**src/hw/rtl/mqll_pkg.sv**
```systemverilog
`default_nettype none

package mqll_pkg;

    // Default sizes of the slot pool and of the queue table.
    localparam int ENTRIES_DEF = 64;
    localparam int QUEUES_DEF  = 8;

    // Fixed widths of the item fields.
    localparam int OP_W  = 2;
    localparam int QID_W = 3;
    localparam int ENT_W = 6;

    typedef enum logic [OP_W-1:0] {
        OP_APPEND = 2'd0,
        OP_POP    = 2'd1,
        OP_REMOVE = 2'd2
    } op_t;

    localparam logic STATUS_OK   = 1'b0;
    localparam logic STATUS_FAIL = 1'b1;

endpackage

`default_nettype wire

```
**src/hw/rtl/multi_queue_linked_list_manager.sv**
```systemverilog
`default_nettype none

// Channel  | Direction | Handshake          | Payload
// ---------+-----------+--------------------+------------------------------------------
// s_       | in        | s_valid / s_ready  | s_operation, s_queue_id, s_entry_index
// m_       | out       | m_valid / m_ready  | m_status, m_popped_entry
//
// Flow: one item at a time, s_ready high only in idle. Rejected item (bad opcode, queue or
// slot) ends in S_IDLE; append to an empty queue, pop or remove on an empty queue in S_QRD;
// other append in S_APP2; pop and remove of the head in S_POPW; other remove walks S_WALK,
// S_RM, S_RM2, a miss ends in S_WALK. Each walk step is one read of the link memory port.
// Reset: synchronous, active low; clears the sequencer, output valid and head/tail valid bits.
// Stalls: the result register holds while m_ready is low; a result that finds it full parks
// and holds s_ready low until it drains.
module multi_queue_linked_list_manager #(
    parameter int ENTRIES = mqll_pkg::ENTRIES_DEF,
    parameter int QUEUES  = mqll_pkg::QUEUES_DEF
) (
    input  wire logic                       aclk,
    input  wire logic                       aresetn,
    input  wire logic                       s_valid,
    output logic                            s_ready,
    input  wire logic [mqll_pkg::OP_W-1:0]  s_operation,
    input  wire logic [mqll_pkg::QID_W-1:0] s_queue_id,
    input  wire logic [mqll_pkg::ENT_W-1:0] s_entry_index,
    output logic                            m_valid,
    input  wire logic                       m_ready,
    output logic                            m_status,
    output logic      [mqll_pkg::ENT_W-1:0] m_popped_entry
);

    localparam int IW = $clog2(ENTRIES);
    localparam int LW = $clog2(ENTRIES + 1);
    localparam int QW = (QUEUES > 1) ? $clog2(QUEUES) : 1;
    localparam logic [LW-1:0] NIL = LW'(ENTRIES);
    localparam logic [IW-1:0] LAST_STEP = IW'(ENTRIES - 1);

    typedef enum logic [7:0] {
        S_IDLE = 8'b0000_0001,  // wait for an item, read the queue's head/tail
        S_QRD  = 8'b0000_0010,  // head/tail available, dispatch on the operation
        S_APP2 = 8'b0000_0100,  // second link write of an append
        S_POPW = 8'b0000_1000,  // link of the head available, unlink it
        S_WALK = 8'b0001_0000,  // one link per cycle along the queue
        S_RM   = 8'b0010_0000,  // link of the found slot available, bridge over it
        S_RM2  = 8'b0100_0000,  // clear the link of the removed slot
        S_DONE = 8'b1000_0000   // result parked, wait for the output register
    } state_t;

    state_t state_reg, state_next;

    // Item being worked on.
    mqll_pkg::op_t op_reg, op_next;
    logic [QW-1:0] q_reg, q_next;
    logic [LW-1:0] e_reg, e_next;

    // Snapshot of head/tail and walk pointers.
    logic [LW-1:0] hd_reg, hd_next;
    logic [LW-1:0] tl_reg, tl_next;
    logic [LW-1:0] pred_reg, pred_next;
    logic [LW-1:0] cur_reg, cur_next;
    logic [IW-1:0] steps_reg, steps_next;

    // Parked result and the output register.
    logic                      res_status_reg;
    logic [mqll_pkg::ENT_W-1:0] res_popped_reg;
    logic                      m_valid_reg, m_valid_next;
    logic                      m_status_reg;
    logic [mqll_pkg::ENT_W-1:0] m_popped_reg;

    // Result produced this cycle.
    logic                      fin;
    logic                      fin_status;
    logic [mqll_pkg::ENT_W-1:0] fin_popped;
    logic                      out_free;
    logic                      out_load;

    // Memory ports.
    logic          qt_re, qt_we;
    logic [QW-1:0] qt_raddr, qt_waddr;
    logic [LW-1:0] qt_rd_head, qt_rd_tail, qt_wr_head, qt_wr_tail;
    logic          lk_re, lk_we;
    logic [IW-1:0] lk_raddr, lk_waddr;
    logic [LW-1:0] lk_rd_data, lk_wr_data;

    // Decode of the incoming item.
    logic in_q_ok, in_e_ok, in_op_ok, in_bad;
    logic qt_empty;
    logic lk_nil;

    mqll_queue_mem #(
        .QUEUES  (QUEUES),
        .ENTRIES (ENTRIES)
    ) u_queue_mem (
        .aclk    (aclk),
        .aresetn (aresetn),
        .rd_en   (qt_re),
        .rd_addr (qt_raddr),
        .rd_head (qt_rd_head),
        .rd_tail (qt_rd_tail),
        .wr_en   (qt_we),
        .wr_addr (qt_waddr),
        .wr_head (qt_wr_head),
        .wr_tail (qt_wr_tail)
    );

    mqll_link_mem #(
        .ENTRIES (ENTRIES)
    ) u_link_mem (
        .aclk    (aclk),
        .rd_en   (lk_re),
        .rd_addr (lk_raddr),
        .rd_data (lk_rd_data),
        .wr_en   (lk_we),
        .wr_addr (lk_waddr),
        .wr_data (lk_wr_data)
    );

    assign s_ready  = (state_reg == S_IDLE);
    assign out_free = !m_valid_reg || m_ready;

    assign in_q_ok  = (32'(s_queue_id) < QUEUES);
    assign in_e_ok  = (32'(s_entry_index) < ENTRIES);
    assign in_op_ok = (s_operation == mqll_pkg::OP_APPEND) ||
                      (s_operation == mqll_pkg::OP_POP) ||
                      (s_operation == mqll_pkg::OP_REMOVE);
    assign in_bad   = !in_q_ok || !in_op_ok ||
                      ((s_operation != mqll_pkg::OP_POP) && !in_e_ok);

    assign qt_empty = (qt_rd_head >= NIL);
    assign lk_nil   = (lk_rd_data >= NIL);

    always_comb begin
        state_next = state_reg;
        op_next    = op_reg;
        q_next     = q_reg;
        e_next     = e_reg;
        hd_next    = hd_reg;
        tl_next    = tl_reg;
        pred_next  = pred_reg;
        cur_next   = cur_reg;
        steps_next = steps_reg;

        fin        = 1'b0;
        fin_status = mqll_pkg::STATUS_FAIL;
        fin_popped = '0;

        qt_re      = 1'b0;
        qt_raddr   = q_reg;
        qt_we      = 1'b0;
        qt_waddr   = q_reg;
        qt_wr_head = NIL;
        qt_wr_tail = NIL;
        lk_re      = 1'b0;
        lk_raddr   = hd_reg[IW-1:0];
        lk_we      = 1'b0;
        lk_waddr   = e_reg[IW-1:0];
        lk_wr_data = NIL;

        unique case (state_reg)
            S_IDLE: begin
                if (s_valid) begin
                    op_next = mqll_pkg::op_t'(s_operation);
                    q_next  = QW'(s_queue_id);
                    e_next  = LW'(s_entry_index);
                    if (in_bad) begin
                        // Drop the item with a fail status, state untouched.
                        fin = 1'b1;
                    end else begin
                        qt_re      = 1'b1;
                        qt_raddr   = QW'(s_queue_id);
                        state_next = S_QRD;
                    end
                end
            end

            S_QRD: begin
                hd_next = qt_rd_head;
                tl_next = qt_rd_tail;
                unique case (op_reg) inside
                    mqll_pkg::OP_APPEND: begin
                        qt_we      = 1'b1;
                        qt_wr_tail = e_reg;
                        if (qt_empty) begin
                            qt_wr_head = e_reg;
                            lk_we      = 1'b1;
                            lk_waddr   = e_reg[IW-1:0];
                            lk_wr_data = NIL;
                            fin        = 1'b1;
                            fin_status = mqll_pkg::STATUS_OK;
                        end else begin
                            qt_wr_head = qt_rd_head;
                            if (qt_rd_tail < NIL) begin
                                lk_we      = 1'b1;
                                lk_waddr   = qt_rd_tail[IW-1:0];
                                lk_wr_data = e_reg;
                            end
                            state_next = S_APP2;
                        end
                    end
                    mqll_pkg::OP_POP, mqll_pkg::OP_REMOVE: begin
                        if (qt_empty) begin
                            fin = 1'b1;
                        end else begin
                            lk_re    = 1'b1;
                            lk_raddr = qt_rd_head[IW-1:0];
                            if (op_reg == mqll_pkg::OP_POP || qt_rd_head == e_reg) begin
                                cur_next   = qt_rd_head;
                                state_next = S_POPW;
                            end else begin
                                pred_next  = qt_rd_head;
                                steps_next = '0;
                                state_next = S_WALK;
                            end
                        end
                    end
                    default: begin
                        fin = 1'b1;
                    end
                endcase
            end

            S_APP2: begin
                lk_we      = 1'b1;
                lk_waddr   = e_reg[IW-1:0];
                lk_wr_data = NIL;
                fin        = 1'b1;
                fin_status = mqll_pkg::STATUS_OK;
            end

            S_POPW: begin
                // Advance the head; an empty list loses its tail too.
                qt_we = 1'b1;
                if (lk_nil) begin
                    qt_wr_head = NIL;
                    qt_wr_tail = NIL;
                end else begin
                    qt_wr_head = lk_rd_data;
                    qt_wr_tail = tl_reg;
                end
                lk_we      = 1'b1;
                lk_waddr   = cur_reg[IW-1:0];
                lk_wr_data = NIL;
                fin        = 1'b1;
                fin_status = mqll_pkg::STATUS_OK;
                if (op_reg == mqll_pkg::OP_POP) begin
                    fin_popped = mqll_pkg::ENT_W'(cur_reg);
                end
            end

            S_WALK: begin
                if (lk_nil) begin
                    fin = 1'b1;
                end else if (lk_rd_data == e_reg) begin
                    lk_re      = 1'b1;
                    lk_raddr   = lk_rd_data[IW-1:0];
                    cur_next   = lk_rd_data;
                    state_next = S_RM;
                end else if (steps_reg == LAST_STEP) begin
                    // Bounded walk: give up after one link per slot.
                    fin = 1'b1;
                end else begin
                    lk_re      = 1'b1;
                    lk_raddr   = lk_rd_data[IW-1:0];
                    pred_next  = lk_rd_data;
                    steps_next = steps_reg + 1'b1;
                end
            end

            S_RM: begin
                lk_we      = 1'b1;
                lk_waddr   = pred_reg[IW-1:0];
                lk_wr_data = lk_rd_data;
                if (tl_reg == cur_reg) begin
                    qt_we      = 1'b1;
                    qt_wr_head = hd_reg;
                    qt_wr_tail = pred_reg;
                end
                state_next = S_RM2;
            end

            S_RM2: begin
                lk_we      = 1'b1;
                lk_waddr   = cur_reg[IW-1:0];
                lk_wr_data = NIL;
                fin        = 1'b1;
                fin_status = mqll_pkg::STATUS_OK;
            end

            S_DONE: begin
                if (out_free) begin
                    state_next = S_IDLE;
                end
            end

            default: begin
                state_next = S_IDLE;
            end
        endcase

        if (fin) begin
            state_next = out_free ? S_IDLE : S_DONE;
        end
    end

    // Load the output register from a fresh result or from the parked one.
    assign out_load = out_free && (fin || (state_reg == S_DONE));

    always_comb begin
        m_valid_next = m_valid_reg;
        if (out_load) begin
            m_valid_next = 1'b1;
        end else if (m_ready) begin
            m_valid_next = 1'b0;
        end
    end

    always_ff @(posedge aclk) begin
        if (!aresetn) begin
            state_reg   <= S_IDLE;
            m_valid_reg <= 1'b0;
        end else begin
            state_reg   <= state_next;
            m_valid_reg <= m_valid_next;
        end
    end

    always_ff @(posedge aclk) begin
        op_reg    <= op_next;
        q_reg     <= q_next;
        e_reg     <= e_next;
        hd_reg    <= hd_next;
        tl_reg    <= tl_next;
        pred_reg  <= pred_next;
        cur_reg   <= cur_next;
        steps_reg <= steps_next;
        if (fin) begin
            res_status_reg <= fin_status;
            res_popped_reg <= fin_popped;
        end
        if (out_load) begin
            m_status_reg <= fin ? fin_status : res_status_reg;
            m_popped_reg <= fin ? fin_popped : res_popped_reg;
        end
    end

    assign m_valid        = m_valid_reg;
    assign m_status       = m_status_reg;
    assign m_popped_entry = m_popped_reg;

`ifndef ASSERT_OFF
    a_fail_no_slot: assert property (@(posedge aclk) disable iff (!aresetn)
        (m_valid_reg && m_status_reg == mqll_pkg::STATUS_FAIL) |-> (m_popped_reg == '0))
        else $error("failed item carries a popped slot");

    a_idle_no_link_write: assert property (@(posedge aclk) disable iff (!aresetn)
        (state_reg == S_IDLE) |-> !lk_we)
        else $error("link memory written while idle");

    a_walk_pred_valid: assert property (@(posedge aclk) disable iff (!aresetn)
        (state_reg == S_WALK || state_reg == S_RM) |-> (pred_reg < NIL))
        else $error("walk predecessor is nil");

    a_link_single_access: assert property (@(posedge aclk) disable iff (!aresetn)
        !(lk_re && lk_we))
        else $error("link memory read and written in one cycle");

    a_done_holds_result: assert property (@(posedge aclk) disable iff (!aresetn)
        (state_reg == S_DONE) |-> m_valid_reg)
        else $error("parked result with empty output register");
`endif

endmodule

`default_nettype wire

```
**src/hw/rtl/mqll_link_mem.sv**
```systemverilog
`default_nettype none

// Next-link store: one write port, one read port, registered read data.
module mqll_link_mem #(
    parameter int ENTRIES = mqll_pkg::ENTRIES_DEF,
    localparam int IW = $clog2(ENTRIES),
    localparam int LW = $clog2(ENTRIES + 1)
) (
    input  wire logic          aclk,
    input  wire logic          rd_en,
    input  wire logic [IW-1:0] rd_addr,
    output logic      [LW-1:0] rd_data,
    input  wire logic          wr_en,
    input  wire logic [IW-1:0] wr_addr,
    input  wire logic [LW-1:0] wr_data
);

    logic [LW-1:0] link_mem [ENTRIES];
    logic [LW-1:0] rd_data_reg;

    always_ff @(posedge aclk) begin
        if (wr_en) begin
            link_mem[wr_addr] <= wr_data;
        end
        if (rd_en) begin
            rd_data_reg <= link_mem[rd_addr];
        end
    end

    assign rd_data = rd_data_reg;

endmodule

`default_nettype wire

```
**src/hw/rtl/mqll_queue_mem.sv**
```systemverilog
`default_nettype none

// Head/tail table. A queue never written since reset reads as empty (both nil).
module mqll_queue_mem #(
    parameter int QUEUES  = mqll_pkg::QUEUES_DEF,
    parameter int ENTRIES = mqll_pkg::ENTRIES_DEF,
    localparam int QW = (QUEUES > 1) ? $clog2(QUEUES) : 1,
    localparam int LW = $clog2(ENTRIES + 1)
) (
    input  wire logic          aclk,
    input  wire logic          aresetn,
    input  wire logic          rd_en,
    input  wire logic [QW-1:0] rd_addr,
    output logic      [LW-1:0] rd_head,
    output logic      [LW-1:0] rd_tail,
    input  wire logic          wr_en,
    input  wire logic [QW-1:0] wr_addr,
    input  wire logic [LW-1:0] wr_head,
    input  wire logic [LW-1:0] wr_tail
);

    localparam logic [LW-1:0] NIL = LW'(ENTRIES);

    logic [2*LW-1:0] qt_mem [QUEUES];
    logic [2*LW-1:0] rd_data_reg;
    logic [QUEUES-1:0] valid_reg;
    logic              rd_valid_reg;

    always_ff @(posedge aclk) begin
        if (wr_en) begin
            qt_mem[wr_addr] <= {wr_head, wr_tail};
        end
        if (rd_en) begin
            rd_data_reg <= qt_mem[rd_addr];
        end
    end

    always_ff @(posedge aclk) begin
        if (!aresetn) begin
            valid_reg    <= '0;
            rd_valid_reg <= 1'b0;
        end else begin
            if (wr_en) begin
                valid_reg[wr_addr] <= 1'b1;
            end
            if (rd_en) begin
                rd_valid_reg <= valid_reg[rd_addr];
            end
        end
    end

    assign rd_head = rd_valid_reg ? rd_data_reg[2*LW-1:LW] : NIL;
    assign rd_tail = rd_valid_reg ? rd_data_reg[LW-1:0]    : NIL;

endmodule

`default_nettype wire
```
**config.mk**
```make
export PLATFORM = sky130hd
export DESIGN_NAME = multi_queue_linked_list_manager
export DESIGN_NICKNAME = d
export VERILOG_FILES = /design/src/hw/rtl/mqll_pkg.sv /design/src/hw/rtl/multi_queue_linked_list_manager.sv /design/src/hw/rtl/mqll_link_mem.sv /design/src/hw/rtl/mqll_queue_mem.sv
export SDC_FILE = /design/constraint.sdc
export NUM_CORES = 1
export LEC_CHECK = 0
export BUFFER_PORTS_ARGS = -buffer_cell sky130_fd_sc_hd__clkbuf_2
export CORE_MARGIN = 3
export CORE_UTILIZATION = 45
export DETAILED_ROUTE_END_ITERATION = 8
export PLACE_DENSITY = 0.65
export SLEW_MARGIN = 20
export SYNTH_ARGS = -nofsm -noshare
export SYNTH_HDL_FRONTEND = slang
export SYNTH_HIERARCHICAL = 1
export SYNTH_SLANG_ARGS = --single-unit
```
**constraint.sdc**
```tcl
create_clock -name aclk -period 6.1 [get_ports aclk]
set_input_delay 0.305 -clock aclk [delete_from_list [all_inputs] [get_ports aclk]]
set_output_delay 0.305 -clock aclk [all_outputs]
set_load 0.02 [all_outputs]
```
==> results.rst, run 1 <==
.. list-table::
   :header-rows: 1

   * - Metric
     - Value
   * - Antenna cell count
     - 0
   * - Combinational fraction of design power
     - 10.3%
   * - Total number of nets in the final design
     - 1485
   * - Outcome
     - completed
   * - Layout cells sized above 1
     - 20.69%
   * - Routed length per placed instance
     - 26.52 microns
   * - Count of unique library cells instantiated by Yosys
     - 65
   * - Proportion of register bits with asynchronous set or reset after synthesis
     - 0%
   * - Detailed Place HPWL
     - 38.14 mm
   * - Core area
     - 58140 sq um
   * - GR Layer Usage met3
     - 4.072%
   * - Antenna-violating nets left
     - 0
   * - Syn Inst Count
     - 1415
   * - Flip-flop count of the largest register after layout
     - 448
   * - Dominant synthesized flop cell
     - edfxtp_1
   * - Clock network fraction of total power
     - 38.9%
   * - Post-synth EDFFs
     - 633
   * - Final critical-path required period
     - 4.829 ns
   * - Clock slew at reported path FFs
     - 0.06 ns
   * - Met2 Track Usage GR
     - 29.21%
   * - Placed instance count
     - 2150
   * - Depth of the CTS H-tree
     - 3
   * - Top fanout value on the critical path
     - 59
   * - Crit end category
     - register
   * - Mean number of vias per cell
     - 6.074
   * - Crit Path Class
     - register to register
   * - Antenna violations before repair
     - 0
   * - Setup TNS
     - 0 ns
   * - Root buffer cell
     - clkbuf_16
   * - Most frequent cell after synthesis
     - edfxtp_1
   * - Number of gates given a new drive strength after cts
     - 0
   * - Core Util, Final
     - 51.23%
   * - Worst slew pin tran
     - 1.028 ns
   * - Worst ir drop on vdd
     - 305.5 uV
   * - Count of endpoints failing setup in the final report
     - 0
   * - Power density over the cells
     - 339.1 nW/um^2
   * - Count of synthesis-stage warnings from yosys
     - 6
   * - Pins Over Slew Limit
     - 0
   * - Slack of the worst reg-to-reg path
     - 1.27 ns
   * - Rel. slew slack
     - 31.21%
   * - List of cells traversed by the critical path
     - or4_1 > or2_4 > clkinv_2 > and3_1 > and2_1 > a221o_4 > buf_4 > mux4_2 > o22ai_1 > nor4_1 > mux2_2
   * - Type of the worst min-delay path
     - primary input to register
   * - Worst Hold Margin
     - 0.04507 ns
   * - Crit-path slowest cell
     - or4_1
   * - Std-Cell Rows
     - 88
   * - Setup clock skew after layout
     - 0.02466 ns
   * - All-layer global routing usage
     - 19.51%
   * - Via count of the first global-routing pass
     - 13858
   * - Number of nets produced by synthesis
     - 1434
   * - Pre-CTS setup slack
     - 1.311 ns
   * - Part of the Yosys area used for sequential elements
     - 73.33%
   * - Slowest Stage Delay on Critical Path
     - 0.70 ns
   * - Number of standard cells in the layout, taps in and fillers out
     - 2283
   * - Total cell area at the placement stage
     - 27580 sq um
   * - Flop pwr share
     - 50.8%
   * - TritonCTS clock tree
     - done
   * - Total congestion overflow
     - 0
   * - Effective utilization at floorplan
     - 45.76%
   * - Yosys top cell area share
     - 71.44%
   * - Switching share of power
     - 23.82%
   * - Number of buffers on the longest clock path
     - 3
   * - Average footprint of a synthesized cell
     - 18.80 sq um
   * - Dominant cells by area after synthesis
     - edfxtp_1, mux4_2, mux4_1
   * - Clk_lat worst skew
     - 0.60 ns
   * - Synth cell count leaders
     - edfxtp_1, mux4_2, nor2_1, nand2_1, clkbuf_1
   * - Post-layout worst setup margin
     - 1.271 ns
   * - Largest area contributor in the synthesized netlist
     - edfxtp_1
   * - First-pass GRT wire length
     - 90.69 mm
   * - Design internal power
     - 7.694 mW
   * - Yosys reg bits
     - 658
   * - TritonCTS buffer count
     - 68
   * - Worst endpoint required time
     - 6.58 ns
   * - Hold violation total from the final report
     - 0
   * - Vert. Die Dim
     - 249.2 microns
   * - Post-layout total power
     - 10.10 mW
   * - Initial DRT Pass Iterations
     - 6
   * - Netlist area before placement
     - 26610 sq um
   * - Port buffer count
     - 23
   * - RSZ-0062 raised after global routing
     - false
   * - Maximum clock frequency
     - 207.1 MHz
   * - # fillers
     - 4576
   * - Leak Pwr
     - 8.459 nW
   * - Number of maximum-capacitance constraint violations
     - 0
   * - Share of the clock period used by the worst path
     - 79.17%
   * - Total non-filler cell area in the finished layout
     - 29780 sq um
   * - WL final
     - 60.54 mm
   * - Layout overhead on the synthesized area
     - 11.95%
   * - Type of origin of the critical path
     - register
   * - Largest net degree at the start of global routing
     - 65
   * - Clock sink count
     - 658
   * - # IOs
     - 24
   * - Switching component of the power
     - 2.406 mW
   * - Die area
     - 62080 sq um
   * - Layer with the highest usage
     - met2
   * - Routed via count
     - 13868
   * - Die Wd
     - 249.2 microns
   * - Global-route met1 utilization
     - 28.44%
   * - Residual DRC count
     - 0
   * - Routability Congestion
     - 0.8735
   * - 1st-iter DRT viols
     - 1748
   * - Worst endpoint data arrival time
     - 5.31 ns
-- logic make-up after synthesis --
kind of cell               count (synthesis)  share of synthesized area (%)
DFF                                      658                          73.33
muxes                                    185                          14.00
adders and majority gates                  4                         0.1881
AOI/OAI and AO/OA                        154                          4.256
xor gates and xnor gates                  25                         0.8230
and+or+nand+nor                          291                          5.507
buffers and inverters                     98                          1.895
-- worst paths after layout --
kind	startpoint	endpoint	cells past startpoint
min	m_ready	m_valid	4
max reg2reg	state_reg[7]	u_link_mem/rd_data[4]	11
max	state_reg[7]	u_link_mem/rd_data[4]	11
min reg2reg	u_queue_mem/valid_reg[6]	u_queue_mem/valid_reg[6]	1
-- power groups by stage --
stage                     sequential (mW)  clock [mW]  combinational, mW
final                                5.13        3.93               1.04
after global routing                 5.14        4.21               1.11
after CTS                            5.13        4.01               1.03
after detailed placement             5.22           0               1.02
after global placement               5.22           0               1.02
after floorplan                      5.17           0              0.799
-- worst max-delay path, delay by kind of cell, from the launching register on --
kind	cells	cell delay, ns
AND/OR/NAND/NOR	5	2.15
multiplexers	2	0.57
buffers and inverters	2	0.74
flip-flops	1	0.38
AO/OA/AOI/OAI	2	0.81
-- per-layer routing --
layer	share of wire [%]	routed length, microns
met5	0.058	35
met2	46	27670
met4	2.9	1748
met3	8.9	5414
met1	42	25670
-- layout make-up --
type	instances	area, sq um	share of cell area [%]
multi-input cells	659	6675	22.41
clock inverters	33	300.3	1.008
repair buffers	66	503.0	1.689
flip-flops and latches	658	19510	65.50
clock buffers	89	1790	6.011
inverters	13	50.05	0.1680
well taps	765	957.2	3.214
-- cells in the final DEF (no fill, tap or decap), types with 22 or more instances in the layout --
cell / instances
mux2i_1: 25
mux4_1: 23
and2_1: 24
clkbuf_16: 68
mux4_2: 118
edfxtp_1: 633
nand2_1: 51
dfxtp_1: 25
o22ai_1: 22
buf_4: 29
clkbuf_2: 23
nor2_1: 104
-- what timing repair did --
action / 4_1_cts / 5_1_grt
hold endpoints to repair: 11 / 0
setup buffers: 0 / 0
hold buffers: 11 / 0
setup endpoints to repair: 0 / 0
Power figures use the tool's default switching activity.
==> run 2, diff against run 1 <==
ABC_AREA = 1   (was not set)
clock period = 4.9 ns   (was 6.1 ns; I/O delays follow)
==> run 2 against run 1 <==
Effect of this change:
- final area is 5.1% higher
- first-iteration DRC count is 11% higher
- sequential power rose by 27%
- via count increased by 36%
- synthesized cell count up 78%
- global-route usage grew 2.4 points
- critical path type unchanged
- largest power group unchanged
- highest routed layer is now met4
==> results.rst, run 2 <==
.. list-table::
   :header-rows: 1

   * - Metric
     - Value
   * - Average footprint of a synthesized cell
     - 11.08 sq um
   * - Crit-path slowest cell
     - nor2_4
   * - Total number of nets in the final design
     - 2579
   * - Number of buffers on the longest clock path
     - 3
   * - Clock sink count
     - 658
   * - Layer with the highest usage
     - met2
   * - Antenna cell count
     - 0
   * - Switching share of power
     - 31.57%
   * - Antenna violations before repair
     - 0
   * - Pins Over Slew Limit
     - 0
   * - Yosys top cell area share
     - 68.13%
   * - Maximum clock frequency
     - 235.2 MHz
   * - Port buffer count
     - 23
   * - Rel. slew slack
     - 34.25%
   * - Crit end category
     - register
   * - Netlist area before placement
     - 27900 sq um
   * - WL final
     - 71.00 mm
   * - Number of nets produced by synthesis
     - 2537
   * - Depth of the CTS H-tree
     - 3
   * - Leak Pwr
     - 11.10 nW
   * - Clk_lat worst skew
     - 0.61 ns
   * - Yosys reg bits
     - 658
   * - Via count of the first global-routing pass
     - 18326
   * - Share of the clock period used by the worst path
     - 86.78%
   * - Number of gates given a new drive strength after cts
     - 0
   * - Layout cells sized above 1
     - 9.108%
   * - Top fanout value on the critical path
     - 28
   * - Std-Cell Rows
     - 90
   * - RSZ-0062 raised after global routing
     - false
   * - Vert. Die Dim
     - 255.0 microns
   * - Most common library cell in the layout ignoring fill and taps
     - nand2_1
   * - Initial DRT Pass Iterations
     - 7
   * - Routed via count
     - 18914
   * - Setup clock skew after layout
     - 0.01942 ns
   * - Setup TNS
     - 0 ns
   * - TritonCTS clock tree
     - done
   * - Dominant cells by area after synthesis
     - edfxtp_1, nand2_1, nand3_1
   * - Root buffer cell
     - clkbuf_16
   * - Most frequent cell after synthesis
     - nand2_1
   * - List of cells traversed by the critical path
     - nor2_4 > nand3_2 > nor2_4 > inv_2 > nor2_1 > o21ai_0 > o2111ai_1 > inv_1 > nor3_1 > nand2_1 > nor2_1
   * - Outcome
     - completed
   * - Buffer count from post-CTS setup fixing
     - 0
   * - Worst endpoint data arrival time
     - 4.49 ns
   * - Part of the Yosys area used for sequential elements
     - 69.92%
   * - Flip-flop count of the largest register after layout
     - 448
   * - Largest area contributor in the synthesized netlist
     - edfxtp_1
   * - Synth cell count leaders
     - nand2_1, edfxtp_1, nand3_1, nor2_1, inv_1
   * - Total congestion overflow
     - 0
   * - Switching component of the power
     - 4.815 mW
   * - Core area
     - 60810 sq um
   * - Syn Inst Count
     - 2518
   * - Power density over the cells
     - 487.0 nW/um^2
   * - Clock network fraction of total power
     - 34.2%
   * - Combinational fraction of design power
     - 23.2%
   * - Worst endpoint required time
     - 5.13 ns
   * - Global-route met1 utilization
     - 29.92%
   * - Post-synth EDFFs
     - 633
   * - Routed length per placed instance
     - 20.91 microns
   * - Die Wd
     - 255.0 microns
   * - Count of unique library cells instantiated by Yosys
     - 41
   * - Dominant synthesized flop cell
     - edfxtp_1
   * - Count of synthesis-stage warnings from yosys
     - 6
   * - GR Layer Usage met3
     - 3.069%
   * - Clock slew at reported path FFs
     - 0.05 ns
   * - Leading cell types in the layout, fill and taps excluded
     - nand2_1, edfxtp_1, nand3_1
   * - Residual DRC count
     - 0
   * - Hold violation total from the final report
     - 0
   * - Die area
     - 65030 sq um
   * - Slowest Stage Delay on Critical Path
     - 0.70 ns
   * - First-pass GRT wire length
     - 108.1 mm
   * - Count of endpoints failing setup in the final report
     - 0
   * - Number of maximum-capacitance constraint violations
     - 0
   * - All-layer global routing usage
     - 21.93%
   * - Effective utilization at floorplan
     - 45.88%
   * - Mean number of vias per cell
     - 5.571
   * - Met2 Track Usage GR
     - 35.90%
   * - Largest net degree at the start of global routing
     - 151
   * - Core Util, Final
     - 51.50%
   * - Type of the worst min-delay path
     - primary input to register
   * - Flop pwr share
     - 42.6%
   * - Detailed Place HPWL
     - 44.06 mm
   * - Design internal power
     - 10.44 mW
   * - Antenna-violating nets left
     - 0
   * - Total cell area at the placement stage
     - 28930 sq um
   * - Routability Congestion
     - 0.9905
   * - Layout overhead on the synthesized area
     - 12.24%
   * - Final critical-path required period
     - 4.252 ns
   * - Worst ir drop on vdd
     - 309.1 uV
   * - Proportion of register bits with asynchronous set or reset after synthesis
     - 0%
   * - Crit Path Class
     - register to register
   * - 1st-iter DRT viols
     - 1939
   * - Hold-fix buffers at CTS
     - 11
   * - # IOs
     - 24
   * - Total non-filler cell area in the finished layout
     - 31320 sq um
   * - Worst slew pin tran
     - 0.9862 ns
   * - TritonCTS buffer count
     - 69
   * - Type of origin of the critical path
     - register
==> run 2: layout make-up <==
class                   count  area (sq um)
fillers                  5251         29490
flip-flops and latches    658         19510
multi-input cells        1604          7289
clock buffers              83          1864
well taps                 782         978.4
repair buffers             99         785.8
inverters                 128         489.2
clock inverters            41         400.4
==> run 2: per-stage QoR <==
step / instances / hold slack [ns] / power, mW / worst slack (ns)
floorplan: 2518 / 0.3439 / 9.097 / 1.300
CTS: 3394 / 0.006698 / 15.32 / 0.7390
global placement: 3259 / 0.4292 / 10.06 / 0.8169
finish: 3395 / 0.02072 / 15.25 / 0.6478
global route: 3395 / 0.05901 / 15.95 / 0.3446
detailed placement: 3259 / 0.4303 / 10.10 / 0.7512
==> run 2: final timing paths <==
kind,startpoint,cells past startpoint,endpoint,slack (ns)
hold / removal,m_ready,4,state_reg[7],0.02
hold reg to reg,res_status_reg,2,res_status_reg,0.45
setup / recovery,state_reg[7],11,u_link_mem/link_mem[11][5],0.65
setup reg to reg,state_reg[7],11,u_link_mem/link_mem[11][5],0.65
==> run 2: layer usage <==
| layer | routed length (microns) | vias to the layer above |
|---|---|---|
| li1 | - | 8839 |
| met1 | 29840 | 9134 |
| met2 | 33500 | 767 |
| met3 | 4841 | 174 |
| met4 | 2815 | 0 |
| met5 | 0 | - |
==> run 2: power by group through the flow <==
stage | clock network [mW] | registers [mW] | logic, mW
final | 5.21 | 6.50 | 3.53
after global routing | 5.52 | 6.52 | 3.92
after CTS | 5.30 | 6.50 | 3.51
after detailed placement | 0 | 6.62 | 3.48
after global placement | 0 | 6.62 | 3.43
after floorplan | 0 | 6.59 | 2.50
==> run 2: worst max-delay path, delay by kind of cell, from the launching register on <==
family                 cells  cell delay, ns
DFF                        1            0.34
AOI/OAI and AO/OA          2            0.44
and+or+nand+nor            7            2.57
buffers and inverters      2            0.52
==> run 2: cells by family (layout without fill, tap and decap cells) <==
family          Yosys count  after routing  share of synthesized area [%]
flops                   658            658                          69.92
xor+xnor                  9              9                         0.2825
simple gates           1414           1414                          21.53
buf+inv                 256            351                          4.359
compound gates          177            177                          3.731
fa+ha+maj                 4              4                         0.1794
==> run 3, diff against run 2 <==
CORE_UTILIZATION = 50   (was 45)
PLACE_DENSITY = 0.7   (was 0.65)
==> run 3 against run 2 <==
Effect of this change:
- wire length down 2.3%
- non-clock buffer count down 18
- die area down 9.8%
- sequential share of layout area up 0.25 points
- critical path depth unchanged
- final area down 0.40%
- clock power about the same
- register-to-register slack better by 0.05 ns
==> results.rst, run 3 (synthesis gave the netlist of run 2 again) <==
.. list-table::
   :header-rows: 1

   * - Metric
     - Value
   * - Die area
     - 58670 sq um
   * - CP delay by family, top
     - simple AND/OR/NAND/NOR gates
   * - Detailed Place HPWL
     - 42.72 mm
   * - Slowest Stage Delay on Critical Path
     - 0.64 ns
   * - Slack of the worst reg-to-reg path
     - 0.69 ns
   * - Maximum clock frequency
     - 237.8 MHz
   * - Hold violation total from the final report
     - 0
   * - Number of instances on the worst hold path
     - 3
   * - Largest net degree at the start of global routing
     - 225
   * - Routed length per placed instance
     - 20.84 microns
   * - Layout overhead on the synthesized area
     - 11.78%
   * - Worst endpoint data arrival time
     - 4.43 ns
   * - Leak Pwr
     - 11.01 nW
   * - Crit-path slowest cell
     - nor2_1
   * - Final critical-path required period
     - 4.206 ns
   * - First-pass GRT wire length
     - 106.6 mm
   * - Number of gates given a new drive strength after cts
     - 0
   * - Port buffer count
     - 23
   * - WL final
     - 69.38 mm
   * - Pre-CTS setup slack
     - 0.8501 ns
   * - Layout cells sized above 1
     - 8.575%
   * - Residual DRC count
     - 0
   * - Leading cell types in the layout, fill and taps excluded
     - nand2_1, edfxtp_1, nand3_1
   * - Top fanout value on the critical path
     - 16
   * - TritonCTS buffer count
     - 68
   * - # IOs
     - 24
   * - Crit end category
     - register
   * - Worst ir drop on vdd
     - 324.8 uV
   * - Buffer count from post-CTS setup fixing
     - 0
   * - Rel. slew slack
     - 31.87%
   * - Die Wd
     - 242.2 microns
   * - Count of endpoints failing setup in the final report
     - 0
   * - Root buffer cell
     - clkbuf_16
   * - Startpoint of the most critical register-to-register path
     - u_queue_mem/rd_valid_reg
   * - Setup TNS
     - 0 ns
   * - Antenna violations before repair
     - 1
   * - Number of maximum-capacitance constraint violations
     - 0
   * - Clock sink count
     - 658
   * - Worst slew pin tran
     - 1.022 ns
   * - Worst Path Buf+Inv
     - 2
   * - Number of cells traversed by the worst register-to-register path
     - 11
   * - Routed via count
     - 19091
   * - Critical hold path startpoint
     - aresetn
   * - Pins Over Slew Limit
     - 0
   * - Routability Congestion
     - 0.9451
   * - Antenna-violating nets left
     - 0
   * - Effective utilization at floorplan
     - 51.14%
   * - Setup clock skew after layout
     - 0.02210 ns
   * - Outcome
     - completed
   * - Worst endpoint required time
     - 5.13 ns
   * - Cell mode on critical path
     - nor2_1
   * - Via count of the first global-routing pass
     - 18303
   * - List of cells traversed by the critical path
     - nand2_1 > buf_4 > nor2_1 > inv_1 > nor2_1 > nor2_1 > o21ai_0 > o2111ai_1 > nor3_1 > nand2_1 > nor2_1
   * - Crit Path Class
     - register to register
   * - Share of the clock period used by the worst path
     - 85.83%
   * - Core area
     - 54560 sq um
   * - Number of buffers on the longest clock path
     - 3
   * - Power density over the cells
     - 488.2 nW/um^2
   * - Clk_lat worst skew
     - 0.60 ns
   * - Depth of the CTS H-tree
     - 3
   * - Vert. Die Dim
     - 242.2 microns
   * - Critical Path Stages
     - 11
   * - Total number of nets in the final design
     - 2560
   * - Post-layout worst setup margin
     - 0.6945 ns
   * - Type of origin of the critical path
     - register
   * - Std-Cell Rows
     - 85
   * - Type of the worst min-delay path
     - primary input to register
   * - 1st-iter DRT viols
     - 2318
   * - Flip-flop count of the largest register after layout
     - 448
   * - Clock slew at reported path FFs
     - 0.06 ns
   * - Hold-fix buffers at CTS
     - 13
   * - All-layer global routing usage
     - 23.47%
   * - Most common library cell in the layout ignoring fill and taps
     - nand2_1
   * - Capture instance of the worst register-to-register path
     - u_link_mem/link_mem[57][0]
   * - RSZ-0062 raised after global routing
     - false
   * - TritonCTS clock tree
     - done
   * - Mean number of vias per cell
     - 5.735
   * - Initial DRT Pass Iterations
     - 5
   * - Hold Path Sink
     - m_valid
   * - Total congestion overflow
     - 0
-- run 3: how the worst max path moves through the flow --
stage / startpoint / endpoint
2_1_floorplan: state_reg[7] / u_link_mem/link_mem[0][0]
3_3_place_gp: u_queue_mem/rd_valid_reg / u_link_mem/link_mem[57][2]
3_5_place_dp: u_queue_mem/rd_valid_reg / u_link_mem/link_mem[57][0]
4_1_cts: u_queue_mem/rd_valid_reg / u_link_mem/link_mem[57][0]
5_1_grt: u_queue_mem/rd_valid_reg / u_link_mem/link_mem[57][1]
6_report: u_queue_mem/rd_valid_reg / u_link_mem/link_mem[57][0]
-- run 3: area by class of cell --
type,instances,area [sq um]
fill,4432,23370
sequential,658,19510
multi-input combinational,1604,7295
clock buffer,88,1902
tap,739,924.6
timing repair buffer,81,705.7
inverter,128,489.2
clock inverter,30,362.8
antenna,1,2.502
-- run 3: per-layer routing --
layer  wire (microns)  global-route usage (%)  vias to the layer above
li1                 -                       -                     8790
met1            28210                   32.71                     9179
met2            32010                   36.75                      965
met3             6787                   5.102                      157
met4             2377                   8.239                        0
met5                0                       0                        -
-- run 3: stage by stage --
| step | area [sq um] | util (%) | instances | power, mW | hold slack (ns) |
|---|---|---|---|---|---|
| CTS | 31180 | 57.14 | 3328 | 15.26 | 0.02325 |
| global route | 31190 | 57.16 | 3328 | 15.92 | 0.04261 |
| floorplan | 27900 | - | 2518 | 9.097 | 0.3439 |
| detailed placement | 28780 | 52.76 | 3197 | 10.05 | 0.4246 |
| global placement | 28780 | 52.75 | 3196 | 9.979 | 0.4254 |
| finish | 31190 | 57.17 | 3329 | 15.23 | 0.04861 |
-- run 3: worst register-to-register path, cell delays in order (launching register included) --
cell and delay [ns]:
dfxtp_1 0.61, nand2_1 0.10, buf_4 0.20, nor2_1 0.12, inv_1 0.26, nor2_1 0.43
nor2_1 0.19, o21ai_0 0.21, o2111ai_1 0.26, nor3_1 0.38, nand2_1 0.42, nor2_1 0.64
-- run 3: power by group --
group / switching (mW) / internal, mW
clock: 2.08 / 3.12
sequential: 0.113 / 6.39
combinational: 2.56 / 0.958
